<file path="src/array_list_insert_delete_unit_macros.svh">
// Assertion macros shared by the array list insert/delete unit.
`ifndef ARRAY_LIST_INSERT_DELETE_UNIT_MACROS_SVH
`define ARRAY_LIST_INSERT_DELETE_UNIT_MACROS_SVH

`ifndef ASSERT_OFF
// Clocked assertion that is switched off while reset is held.
`define ALID_ASSERT_RST(label, prop, msg) \
  label: assert property (@(posedge clk) disable iff (!rst_n) prop) else $error(msg);
// Clocked assertion that is checked on every edge, reset included.
`define ALID_ASSERT_ALL(label, prop, msg) \
  label: assert property (@(posedge clk) prop) else $error(msg);
`else
`define ALID_ASSERT_RST(label, prop, msg)
`define ALID_ASSERT_ALL(label, prop, msg)
`endif

`endif

</file>
<file path="src/alid_pkg.sv">
// Package with types and constants of the array list insert/delete unit.
package alid_pkg;

  localparam int DEPTH_DEF   = 128;
  localparam int DATA_W      = 32;
  localparam int POS_W       = 8;
  localparam int KIND_W      = 2;
  localparam int CNT_OUT_W   = 8;

  typedef enum logic [KIND_W-1:0] {
    KIND_INSERT = 2'd0,
    KIND_APPEND = 2'd1,
    KIND_DELETE = 2'd2,
    KIND_READ   = 2'd3
  } kind_t;

  typedef enum logic [1:0] {
    ST_DONE  = 2'd0,
    ST_RANGE = 2'd1,
    ST_FULL  = 2'd2
  } status_t;

  typedef enum logic [2:0] {
    S_IDLE,
    S_SHIFT_UP,
    S_FILL,
    S_SHIFT_DN,
    S_READ
  } state_t;

endpackage

</file>
<file path="src/array_list_insert_delete_unit.sv">
// Top level of the array list unit: ordered list of signed words with insert, append, delete, read.
//
// The unit keeps an ordered list of up to DEPTH signed 32-bit words in one
// memory, packed from index 0, with an entry count held in a register. A
// transaction is accepted at a rising edge where start is high and busy is
// low. Each transaction yields exactly one result, shown for one cycle with
// out_valid high; the receiver cannot stall, so it must take the result in
// that cycle. Append, an insert at the end of the list, any rejected
// transaction, and a delete of the last entry return their result in the
// cycle after acceptance and leave busy low, so a new transaction may start
// at once. A read keeps busy high in the S_READ state and returns its result
// from the registered memory read port through the result register. An
// insert at a position p below the count moves the entries from p upward one
// word per cycle and then writes the new word. A delete at position p moves
// the later entries down one word per cycle. The single memory read port and
// single write port set this pace, so the longest transaction is an insert
// at the front of a list that holds DEPTH - 1 entries. A rejected
// transaction (status position out of range or list full) leaves the list
// unchanged. The entry count output shows the low 8 bits of the count; the
// empty and full flags are always exact.
`include "array_list_insert_delete_unit_macros.svh"

module array_list_insert_delete_unit
  import alid_pkg::*;
#(
  parameter int DEPTH = DEPTH_DEF
) (
  input  logic                        clk,
  input  logic                        rst_n,
  input  logic                        start,
  output logic                        busy,
  input  logic [KIND_W-1:0]           in_kind,
  input  logic [POS_W-1:0]            in_position,
  input  logic signed [DATA_W-1:0]    in_value,
  output logic                        out_valid,
  output logic signed [DATA_W-1:0]    out_read_value,
  output logic [1:0]                  out_status,
  output logic [CNT_OUT_W-1:0]        out_entry_count,
  output logic                        out_empty_flag,
  output logic                        out_full_flag
);

  // Address and count widths follow from DEPTH; the compare width is the larger of the count width and POS_W.
  localparam int AW   = $clog2(DEPTH);
  localparam int CW   = $clog2(DEPTH + 1);
  localparam int CmpW = (CW > POS_W) ? CW : POS_W;

  state_t                   state_r, state_nxt;
  logic [CW-1:0]            count_r, count_nxt;
  logic [AW-1:0]            idx_r, idx_nxt;
  logic [AW-1:0]            pos_r, pos_nxt;
  logic signed [DATA_W-1:0] word_r, word_nxt;
  logic                     out_valid_r, out_valid_nxt;
  status_t                  status_r, status_nxt;
  logic signed [DATA_W-1:0] rd_r, rd_nxt;

  // Memory port controls.
  logic                     mem_we;
  logic [AW-1:0]            mem_waddr;
  logic signed [DATA_W-1:0] mem_wdata;
  logic                     mem_re;
  logic [AW-1:0]            mem_raddr;
  logic signed [DATA_W-1:0] mem_rdata;

  logic [CmpW-1:0]          pos_ext;
  logic [CmpW-1:0]          cnt_ext;
  logic [AW-1:0]            in_pos_a;
  logic [AW-1:0]            cnt_m1;
  logic                     list_full;
  logic                     list_empty;

  alid_ram #(
    .DEPTH(DEPTH)
  ) u_ram (
    .clk  (clk),
    .we   (mem_we),
    .waddr(mem_waddr),
    .wdata(mem_wdata),
    .re   (mem_re),
    .raddr(mem_raddr),
    .rdata(mem_rdata)
  );

  // Position and count compared at a common width, so that any DEPTH works.
  assign pos_ext    = CmpW'(in_position);
  assign cnt_ext    = CmpW'(count_r);
  assign in_pos_a   = AW'(in_position);
  assign cnt_m1     = AW'(count_r - CW'(1));
  assign list_full  = (count_r == CW'(DEPTH));
  assign list_empty = (count_r == '0);

  always_ff @(posedge clk) begin
    if (!rst_n) begin
      state_r     <= S_IDLE;
      count_r     <= '0;
      out_valid_r <= 1'b0;
    end else begin
      state_r     <= state_nxt;
      count_r     <= count_nxt;
      out_valid_r <= out_valid_nxt;
    end
  end

  // Payload registers carry no reset.
  always_ff @(posedge clk) begin
    idx_r    <= idx_nxt;
    pos_r    <= pos_nxt;
    word_r   <= word_nxt;
    status_r <= status_nxt;
    rd_r     <= rd_nxt;
  end

  always_comb begin
    state_nxt     = state_r;
    count_nxt     = count_r;
    idx_nxt       = idx_r;
    pos_nxt       = pos_r;
    word_nxt      = word_r;
    out_valid_nxt = 1'b0;
    status_nxt    = status_r;
    rd_nxt        = rd_r;
    mem_we        = 1'b0;
    mem_waddr     = idx_r;
    mem_wdata     = mem_rdata;
    mem_re        = 1'b0;
    mem_raddr     = idx_r;

    case (state_r)
      S_IDLE: begin
        if (start) begin
          // Every transaction that finishes here reports in the next cycle.
          out_valid_nxt = 1'b1;
          status_nxt    = ST_DONE;
          rd_nxt        = '0;
          case (kind_t'(in_kind))
            KIND_INSERT: begin
              if (list_full) begin
                status_nxt = ST_FULL;
              end else if (pos_ext > cnt_ext) begin
                status_nxt = ST_RANGE;
              end else if (pos_ext == cnt_ext) begin
                // Inserting at the end needs no shift.
                mem_we    = 1'b1;
                mem_waddr = AW'(count_r);
                mem_wdata = in_value;
                count_nxt = count_r + CW'(1);
              end else begin
                // Start moving entries up from the top of the list.
                out_valid_nxt = 1'b0;
                mem_re        = 1'b1;
                mem_raddr     = cnt_m1;
                idx_nxt       = cnt_m1;
                pos_nxt       = in_pos_a;
                word_nxt      = in_value;
                state_nxt     = S_SHIFT_UP;
              end
            end
            KIND_APPEND: begin
              if (list_full) begin
                status_nxt = ST_FULL;
              end else begin
                mem_we    = 1'b1;
                mem_waddr = AW'(count_r);
                mem_wdata = in_value;
                count_nxt = count_r + CW'(1);
              end
            end
            KIND_DELETE: begin
              if (pos_ext >= cnt_ext) begin
                status_nxt = ST_RANGE;
              end else if (pos_ext == cnt_ext - CmpW'(1)) begin
                // Dropping the last entry only shortens the list.
                count_nxt = count_r - CW'(1);
              end else begin
                out_valid_nxt = 1'b0;
                mem_re        = 1'b1;
                mem_raddr     = in_pos_a + AW'(1);
                idx_nxt       = in_pos_a + AW'(1);
                state_nxt     = S_SHIFT_DN;
              end
            end
            KIND_READ: begin
              if (pos_ext >= cnt_ext) begin
                status_nxt = ST_RANGE;
              end else begin
                out_valid_nxt = 1'b0;
                mem_re        = 1'b1;
                mem_raddr     = in_pos_a;
                state_nxt     = S_READ;
              end
            end
            default: begin
              status_nxt = ST_RANGE;
            end
          endcase
        end
      end

      S_SHIFT_UP: begin
        // The word read last cycle from idx_r moves one place up.
        mem_we    = 1'b1;
        mem_waddr = idx_r + AW'(1);
        mem_wdata = mem_rdata;
        if (idx_r == pos_r) begin
          state_nxt = S_FILL;
        end else begin
          mem_re    = 1'b1;
          mem_raddr = idx_r - AW'(1);
          idx_nxt   = idx_r - AW'(1);
        end
      end

      S_FILL: begin
        mem_we        = 1'b1;
        mem_waddr     = pos_r;
        mem_wdata     = word_r;
        count_nxt     = count_r + CW'(1);
        out_valid_nxt = 1'b1;
        status_nxt    = ST_DONE;
        rd_nxt        = '0;
        state_nxt     = S_IDLE;
      end

      S_SHIFT_DN: begin
        // The word read last cycle from idx_r moves one place down.
        mem_we    = 1'b1;
        mem_waddr = idx_r - AW'(1);
        mem_wdata = mem_rdata;
        if (CW'(idx_r) == count_r - CW'(1)) begin
          count_nxt     = count_r - CW'(1);
          out_valid_nxt = 1'b1;
          status_nxt    = ST_DONE;
          rd_nxt        = '0;
          state_nxt     = S_IDLE;
        end else begin
          mem_re    = 1'b1;
          mem_raddr = idx_r + AW'(1);
          idx_nxt   = idx_r + AW'(1);
        end
      end

      S_READ: begin
        out_valid_nxt = 1'b1;
        status_nxt    = ST_DONE;
        rd_nxt        = mem_rdata;
        state_nxt     = S_IDLE;
      end

      default: begin
        state_nxt = S_IDLE;
      end
    endcase
  end

  // The count only changes at the edge that also raises out_valid, so the
  // count and flags read straight from the register during the result cycle.
  assign busy            = (state_r != S_IDLE);
  assign out_valid       = out_valid_r;
  assign out_read_value  = rd_r;
  assign out_status      = status_r;
  assign out_entry_count = cnt_ext[CNT_OUT_W-1:0];
  assign out_empty_flag  = list_empty;
  assign out_full_flag   = list_full;

  `ALID_ASSERT_RST(a_count_bound, count_r <= CW'(DEPTH), "entry count exceeds DEPTH")
  `ALID_ASSERT_RST(a_result_idle, out_valid_r |-> state_r == S_IDLE, "result while sequencer busy")
  `ALID_ASSERT_RST(a_err_keeps_count, (out_valid_r && status_r != ST_DONE) |-> count_r == $past(count_r), "rejected transaction changed the count")
  `ALID_ASSERT_RST(a_shift_in_list, (state_r == S_SHIFT_UP || state_r == S_SHIFT_DN) |-> CW'(idx_r) < count_r, "shift address outside the list")
  `ALID_ASSERT_ALL(a_reset_clears, !rst_n |=> (!out_valid_r && state_r == S_IDLE), "reset did not clear control state")

endmodule

</file>
<file path="src/alid_ram.sv">
// Simple dual-port word memory with one write port and one registered read port.
module alid_ram
  import alid_pkg::*;
#(
  parameter int DEPTH = DEPTH_DEF,
  localparam int AddrW = $clog2(DEPTH)
) (
  input  logic                     clk,
  input  logic                     we,
  input  logic [AddrW-1:0]         waddr,
  input  logic signed [DATA_W-1:0] wdata,
  input  logic                     re,
  input  logic [AddrW-1:0]         raddr,
  output logic signed [DATA_W-1:0] rdata
);

  logic signed [DATA_W-1:0] mem [DEPTH];

  always_ff @(posedge clk) begin
    if (we) begin
      mem[waddr] <= wdata;
    end
  end

  always_ff @(posedge clk) begin
    if (re) begin
      rdata <= mem[raddr];
    end
  end

endmodule
</file>
<file path="config.mk">
export PLATFORM = sky130hd
export DESIGN_NAME = array_list_insert_delete_unit
export DESIGN_NICKNAME = d
export VERILOG_FILES = /design/src/alid_pkg.sv /design/src/array_list_insert_delete_unit.sv /design/src/alid_ram.sv
export VERILOG_INCLUDE_DIRS = /design/src /design/src/src
export SDC_FILE = /design/constraint.sdc
export NUM_CORES = 2
export LEC_CHECK = 0
export BUFFER_PORTS_ARGS = -buffer_cell sky130_fd_sc_hd__buf_2
export CAP_MARGIN = 25
export CORE_ASPECT_RATIO = 1.1
export CORE_MARGIN = 8
export CORE_UTILIZATION = 50
export DETAILED_ROUTE_END_ITERATION = 8
export PLACE_DENSITY_LB_ADDON = 0.3
export SLEW_MARGIN = 15
export SYNTH_ARGS = -nofsm -noshare
export SYNTH_HDL_FRONTEND = slang
export SYNTH_SLANG_ARGS = --single-unit
</file>
<file path="constraint.sdc">
create_clock -name clk -period 17.5 [get_ports clk]
set_input_delay 1.75 -clock clk [delete_from_list [all_inputs] [get_ports clk]]
set_output_delay 1.75 -clock clk [all_outputs]
set_load 0.02 [all_outputs]
</file>
* Word-level counts from Yosys, hierarchy flattened
Memory sizes are Yosys's and may differ from the RTL's. A register that Yosys moved wholly into a read port is not among the register bits.
Index checks and enable logic that the tools add are counted.
** Cells by class
- $add $sub $neg :: 5
- Magnitude comparators :: 2
- Eq/ne operators :: 27
- Mux-type cells :: 89
- Bitwise gates (word level) :: 3
- Reduce and logical (&&, ||, !) cells :: 17
** Operators with widths (number)
- $mux 32 :: 7
- $pmux 32 s2 :: 2
- $pmux 32 s4 :: 1
- $mux 7 :: 15
- $mux 8 :: 8
- $pmux 7 s3 :: 3
- $pmux 8 s3 :: 2
- $pmux 7 s2 :: 2
- $pmux 7 s4 :: 1
- $mux 3 :: 9
- $ne 3x3->1 const B :: 9
- $mux 1 :: 25
- $reduce_and 10->1 :: 2
- $pmux 3 s3 :: 2
- $eq 8x8->1 :: 2
- $add 7x1->7 const B :: 2
- $pmux 1 s3 :: 4
- $pmux 2 s3 :: 2
- $reduce_bool 3->1 :: 4
- $reduce_and 3->1 :: 3
- $add 8x1->8 const B :: 1
- $eq 7x8->1 :: 1
- $eq 8x8->1 const B :: 1
- $ge 8x8->1 :: 1
- 22 further kinds :: 34
** Storage, ports and cells
- Register bits :: 92
- Memory bits (writable) :: 4096
- Input bits :: 45
- Output and inout bits :: 46
- Logic and storage cells :: 152
- Memories :: 1
** Memories
- u_ram.mem :: words 128, width 32, rd ports 1, clocked after Yosys merged registers in 1, write ports 1, line alid_ram.sv:17 : logic signed [DATA_W-1:0] mem [DEPTH];

* Logic depth before layout (Yosys ltp)
- Depth in word-level cells :: 9
- Depth in mapped cells :: 24
- Mapped depth without buffers :: 16

* Modules after synthesis
A second synthesis with hierarchy kept.
** Second synthesis, totals
- Cells, all modules :: 6709
- Area total of the unflattened synthesis :: 163121.4 um^2
** Modules (own cells, without submodules)
- alid_ram :: instances 1, cells each 5986, area an instance 156553.9 um^2, seq. area each 123958.9 um^2
- array_list_insert_delete_unit :: instances 1, cells each 723, area an instance 6567.5 um^2, seq. area each 2642.5 um^2

* Least setup slack after synthesis
OpenSTA, ideal clock, no wires.
- Path kind :: input-to-reg
- From :: input port in_position[7]
- To :: memory u_ram.mem[0][0], data pin
- Library setup time :: 1197 ps
- Arrival time :: 8722 ps
- Required time :: 16303 ps
- Path slack :: 7581 ps
- Cell stages on the path :: 11
- Cells stage by stage :: ha_1 > nand2_1 > nor2_1 > a21oi_1 > nor3_1 > nand2_1 > clkbuf_1 > nor2_1 > clkbuf_1 > a22oi_1 > o21ai_0
** On the way
- Word-level cells in the longest chain between the ends :: 7
** RTL lines
- from (decl) :: line array_list_insert_delete_unit.sv:33 : input logic [POS_W-1:0] in_position,
- branches (longest 2 deep; another with $gt 8x8->1)
- $mux 32 * :: line array_list_insert_delete_unit.sv:139 : end else if (pos_ext > cnt_ext) begin
- $mux 32 * :: line array_list_insert_delete_unit.sv:137 : if (list_full) begin
- $pmux 32 s2 * :: line array_list_insert_delete_unit.sv:135 : case (kind_t'(in_kind))
- $mux 32 * :: line array_list_insert_delete_unit.sv:130 : if (start) begin
- $pmux 32 s2 * :: line array_list_insert_delete_unit.sv:128 : case (state_r)
- via mem_wdata[0] :: line array_list_insert_delete_unit.sv:60 : logic signed [DATA_W-1:0] mem_wdata;
- to (decl) :: line alid_ram.sv:17
Mark *: on every way through the listed nets, which the timed path passes.

* Worst setup path in the final report
- From :: register count_r[4] (netlist: out_entry_count[4])
- To :: register u_ram.rdata[13], read port of u_ram.mem, data pin
** On the way
- Word-level cells in the longest chain between the ends :: 7
** RTL lines
- from (decl) :: line array_list_insert_delete_unit.sv:49 : logic [CW-1:0] count_r, count_nxt;
- from (signal assigned) :: line array_list_insert_delete_unit.sv:99 : count_r <= count_nxt;
- $sub 8x1->8 / $eq 8x8->1 (equally long branches) :: line array_list_insert_delete_unit.sv:171, array_list_insert_delete_unit.sv:229, array_list_insert_delete_unit.sv:141
- $eq 8x8->1 (tied with other cells) :: line array_list_insert_delete_unit.sv:171 : end else if (pos_ext == cnt_ext - CmpW'(1)) begin
- $mux 7 (tied with other cells) (2 in a row)
- $pmux 7 s3 / $pmux 1 s3 (equally long branches) :: line array_list_insert_delete_unit.sv:135
- $mux 7 / $mux 1 (equally long branches) :: line array_list_insert_delete_unit.sv:130
- $pmux 7 s3 / $pmux 1 s3 (equally long branches) :: line array_list_insert_delete_unit.sv:128
- to (decl) :: line alid_ram.sv:14 : output logic signed [DATA_W-1:0] rdata
Several ways; a longest one is shown, not always the timed one.
A chain may end at the register's enable or synchronous reset.

==> out/summary.md <==
Data required time at the worst endpoint: 18200 ps. The most critical setup path has its endpoint at u_ram.rdata[13]. Commonest register cell after synthesis: sky130_fd_sc_hd__edfxtp_1. Setup total negative slack on the finished layout was measured at 0 ps.

Buffers inserted during clock tree synthesis total 404. Setup violations remaining at the end of the flow were counted as 0. Summing the areas of all and, or, nand and nor instances in the mapped netlist gives 6.43% of the synthesized area. In this run the cell area measured after placement is 173000 µm².

The clock net sink count is 4220, and the achievable frequency is 107 MHz. Final design instance area without fill: 186000 µm². For this block, the via count after detailed routing is 98.4k.

Once the floorplan was initialized, standard cells occupied 50.2% of the core. The compound-gate portion of the synthesized area is 6.50%. The endpoint identified for the worst register-to-register timing path is u_ram.rdata[13].

Synthesis instantiated 93 different standard cells from the library. The biggest area contributor in the post-synthesis netlist is sky130_fd_sc_hd__edfxtp_1. The portion of synthesized area spent on multiplexers is 8.19%. The relative slew slack was 20.3%; the maximum number of pins on one net before global-route repair was 159. The initial antenna violation count was 22; the number of input and output port buffers inserted was 90. For the worst setup path, the data arrival time is 10050 ps. The total I/O pin count is 91, and the area of the mapped netlist is 165000 µm².

After layout, the worst setup slack is 8150 ps. After synthesis, the most frequently instantiated cells are 4208 x sky130_fd_sc_hd__edfxtp_1, 1288 x sky130_fd_sc_hd__nand2_1, 1027 x sky130_fd_sc_hd__mux2i_1, 445 x sky130_fd_sc_hd__a21oi_1, 421 x sky130_fd_sc_hd__nand3_1. Summing the areas of all fa, ha and maj instances in the mapped netlist gives 0.0986% of the synthesized area. Critical path class: reg2reg. The layout overhead on the synthesized area came out at 12.7%. Synthesis handed over a netlist of 10.1k instances. Global routing used 27.4% of the available tracks across all layers. The wire length on met3 was 59.1 mm.

The cell area power density was 140 nW/µm²; the fraction of final layout cells sized beyond drive strength 1 was 13.5%. The die is 564 µm wide. Highest layer used for signal routing: met5. The routed design uses 228 mm of met2 wire.

The routability congestion estimate is 0.883. After the last flow step, the layout net total stands at 10.4k. After clock tree synthesis, the setup repair step added 0 buffers. The tools report the worst min-delay path startpoint as out_entry_count[1].

The startpoint identified for the worst register-to-register timing path is out_entry_count[4]. The highest fanout seen on the critical path is 97, and the number of cells upsized or downsized after cts is 0. The run finished with clean final reports. The worst path in the final design needs a cycle of 9350 ps, including I/O delays and setup.

The H-tree generated during clock tree synthesis spans 5 levels. The cell at the root of the clock tree was sky130_fd_sc_hd__clkbuf_16. Yosys printed 0 warnings.

The first TritonRoute pass finished after 8 iterations. The run gives 15.1k as the iteration-0 DRC count of the detailed router. TritonCTS built the clock tree. Setup repair after global routing left no endpoint under its margin.

For this block, wires on met1 add up to 180 mm. The synthesized area per cell was 16.3 µm²; the maximum root-to-sink buffer count was 4. The library cell with the highest instance count after synthesis was sky130_fd_sc_hd__edfxtp_1. For the total count of max-transition violations in the final report, the log shows 0.

STA classifies the critical path startpoint as a flop. The wire-length estimate of the detail-placed layout is 271 mm. After detailed routing, the number of vias per cell comes to 6.55. The first global-routing pass estimated 689 mm of wire. The top cell type by area accounts for 76.6% of the synthesized area. In this run, post-CTS hold repair placed 0 buffers.

The post-synthesis share of cell area spent on xor and xnor gates is 0.222%, and the overall die area is 349000 µm². The floorplan has 221 rows. The length in cells of the worst reg-to-reg path came out at 18. After detailed routing, the average wire length per cell comes to 33.0 µm. The detailed-route DRC error count was 0; the flip-flop and latch count after synthesis was 4220.

For the slack of the worst reg-to-reg path, the log shows 8150 ps. The ratio of final minimum period to clock period was 53.4%; the number of enable-type register cells in the synthesized netlist was 4208. Clock-pin slew was measured on the worst setup and hold paths at 60 ps.

The number of hold-slack violations in the final timing report came out at 0. The critical path capture point type is a flop. In the synthesized netlist the async set-or-reset flop fraction comes to 0%. For the total wire length, the log shows 496 mm. Number of nets in the synthesized netlist: 10.2k. For this run the aggregate overflow at the end of global routing stands at 0.

The count of nets left with antenna violations once routing finished came out at 0. The via count of the first global-routing pass is 94.0k. Launch point of the worst path: out_entry_count[4]. Final hold analysis gives a worst-case slack of 664 ps. Number of maximum-capacitance violations: 0. IR analysis of the VDD net gives a maximum drop of 0.0969 mV. The slew at the pin closest to its max-slew limit is 1190 ps. Yosys attributes the largest share of cell area to sky130_fd_sc_hd__edfxtp_1 77%, sky130_fd_sc_hd__mux2i_1 6.2%, sky130_fd_sc_hd__nand2_1 2.9%.

The analysis attributes to cell leakage a power of 60.2 nW. Clock skew on the completed layout was measured at 74.0 ps. Timing analysis after detailed placement gives a worst setup slack of 7510 ps. The part of the Yosys area used for sequential elements was 76.8%. By area, the combinational part of the netlist is dominated by multiplexers. For the clock network latency to the later pin of the worst-skew pair, the log shows 970 ps.

For this run, the share of the core covered by cells in the final layout is 56.5%. The die is 618 µm tall. The path type of the worst min-delay path was reg2reg.

The tools report the core box area as 329000 µm².
==> layout make-up <==
type,instances,area [µm²]
Fill cell,24300,143000
Clock buffer,508,10600
Multi-Input combinational cell,5204,37200
Timing Repair Buffer,467,3660
Tap cell,4348,5440
Clock inverter,238,2210
Inverter,23,86.3
Antenna cell,11,27.5
Sequential cell,4220,127000
==> state kept, by name, indices dropped and copies added (netlist names) <==
signal	count
idx_r	7
u_ram.mem	4096
out_read_value	32
out_valid	1
word_r	32
state_r	3
u_ram.rdata	32
out_entry_count	8
out_status	2
pos_r	7
==> where the power goes <==
part           internal (mW)  switching (mW)
Combinational           1.48            4.00
Clock                   4.85            3.72
Sequential              11.9          0.0815
==> worst min-delay path by stage <==
stage / depth (start not counted) / endpoint / slack, ps
final: 2 / out_entry_count[1] / 660
after floorplan: 1 / out_read_value[0] / 580
after global placement: 1 / out_read_value[26] / 620
after detailed placement: 2 / out_entry_count[1] / 640
after CTS: 2 / out_entry_count[1] / 650
after global routing: 2 / out_entry_count[1] / 690
==> kinds of logic (layout without fill, tap and decap cells) <==
group | after synthesis | count (layout)
xor gates and xnor gates | 37 | 37
and+or+nand+nor | 2363 | 2363
other | 0 | 11
muxes | 1172 | 1172
adders and majority gates | 13 | 13
DFF | 4220 | 4220
AOI/OAI and AO/OA | 1619 | 1619
buffers and inverters | 671 | 1236
==> cell usage in the layout (no fill, tap or decap), types with 36 or more instances in the layout <==
master                      netlist  routed
sky130_fd_sc_hd__clkinv_2         0      80
sky130_fd_sc_hd__o21ai_0        125      90
sky130_fd_sc_hd__o22ai_1        394     392
sky130_fd_sc_hd__buf_2          190      97
sky130_fd_sc_hd__nor4_2           0      36
sky130_fd_sc_hd__edfxtp_1      4208    4208
sky130_fd_sc_hd__a221oi_1       188     188
sky130_fd_sc_hd__nor2_1         186      56
sky130_fd_sc_hd__bufinv_16        0      37
sky130_fd_sc_hd__buf_4           37     340
sky130_fd_sc_hd__mux2i_1       1027    1027
sky130_fd_sc_hd__nor4_1         130      93
sky130_fd_sc_hd__clkinv_1         3      92
sky130_fd_sc_hd__nor2_4           0     127
sky130_fd_sc_hd__clkbuf_1       354      98
sky130_fd_sc_hd__mux4_2         142     142
sky130_fd_sc_hd__clkbuf_16        0     410
sky130_fd_sc_hd__nand3_1        421     419
sky130_fd_sc_hd__and3_1          58      55
sky130_fd_sc_hd__a32oi_1         69      69
sky130_fd_sc_hd__nand2_1       1288    1279
sky130_fd_sc_hd__a22oi_1        196     196
sky130_fd_sc_hd__a21oi_1        445     444
sky130_fd_sc_hd__nand4_1        158     158
==> stage by stage <==
| step | instances | power (mW) |
|---|---|---|
| final | 15000 | 26.0 |
| after global routing | 15000 | 26.7 |
| after CTS | 15000 | 25.9 |
| after detailed placement | 14300 | 17.5 |
| after global placement | 14200 | 17.3 |
| after floorplan | 10100 | 15.4 |
==> worst max-delay path: stages (launching register included) <==
cell                       delay, ps
sky130_fd_sc_hd__dfxtp_1         840
sky130_fd_sc_hd__clkinv_1        480
sky130_fd_sc_hd__ha_1            320
sky130_fd_sc_hd__a21oi_1         140
sky130_fd_sc_hd__o21ai_0         240
sky130_fd_sc_hd__a31o_2          450
sky130_fd_sc_hd__a311oi_1        340
sky130_fd_sc_hd__a31oi_1         160
sky130_fd_sc_hd__a221oi_2        340
sky130_fd_sc_hd__and2_4          570
sky130_fd_sc_hd__buf_12          560
sky130_fd_sc_hd__buf_12          500
sky130_fd_sc_hd__buf_4           820
sky130_fd_sc_hd__buf_4           810
sky130_fd_sc_hd__mux2i_1         290
sky130_fd_sc_hd__o22ai_1         130
sky130_fd_sc_hd__nor4_1          920
sky130_fd_sc_hd__o22ai_1         170
sky130_fd_sc_hd__or4_1           550
==> per-layer routing <==
metal	vias to the layer above	GRT usage [%]
li1	40400	-
met1	50100	36.6
met2	6755	43.0
met3	1157	5.79
met4	8	13.6
met5	-	0
No activity file was read; power rests on OpenSTA's default activity.
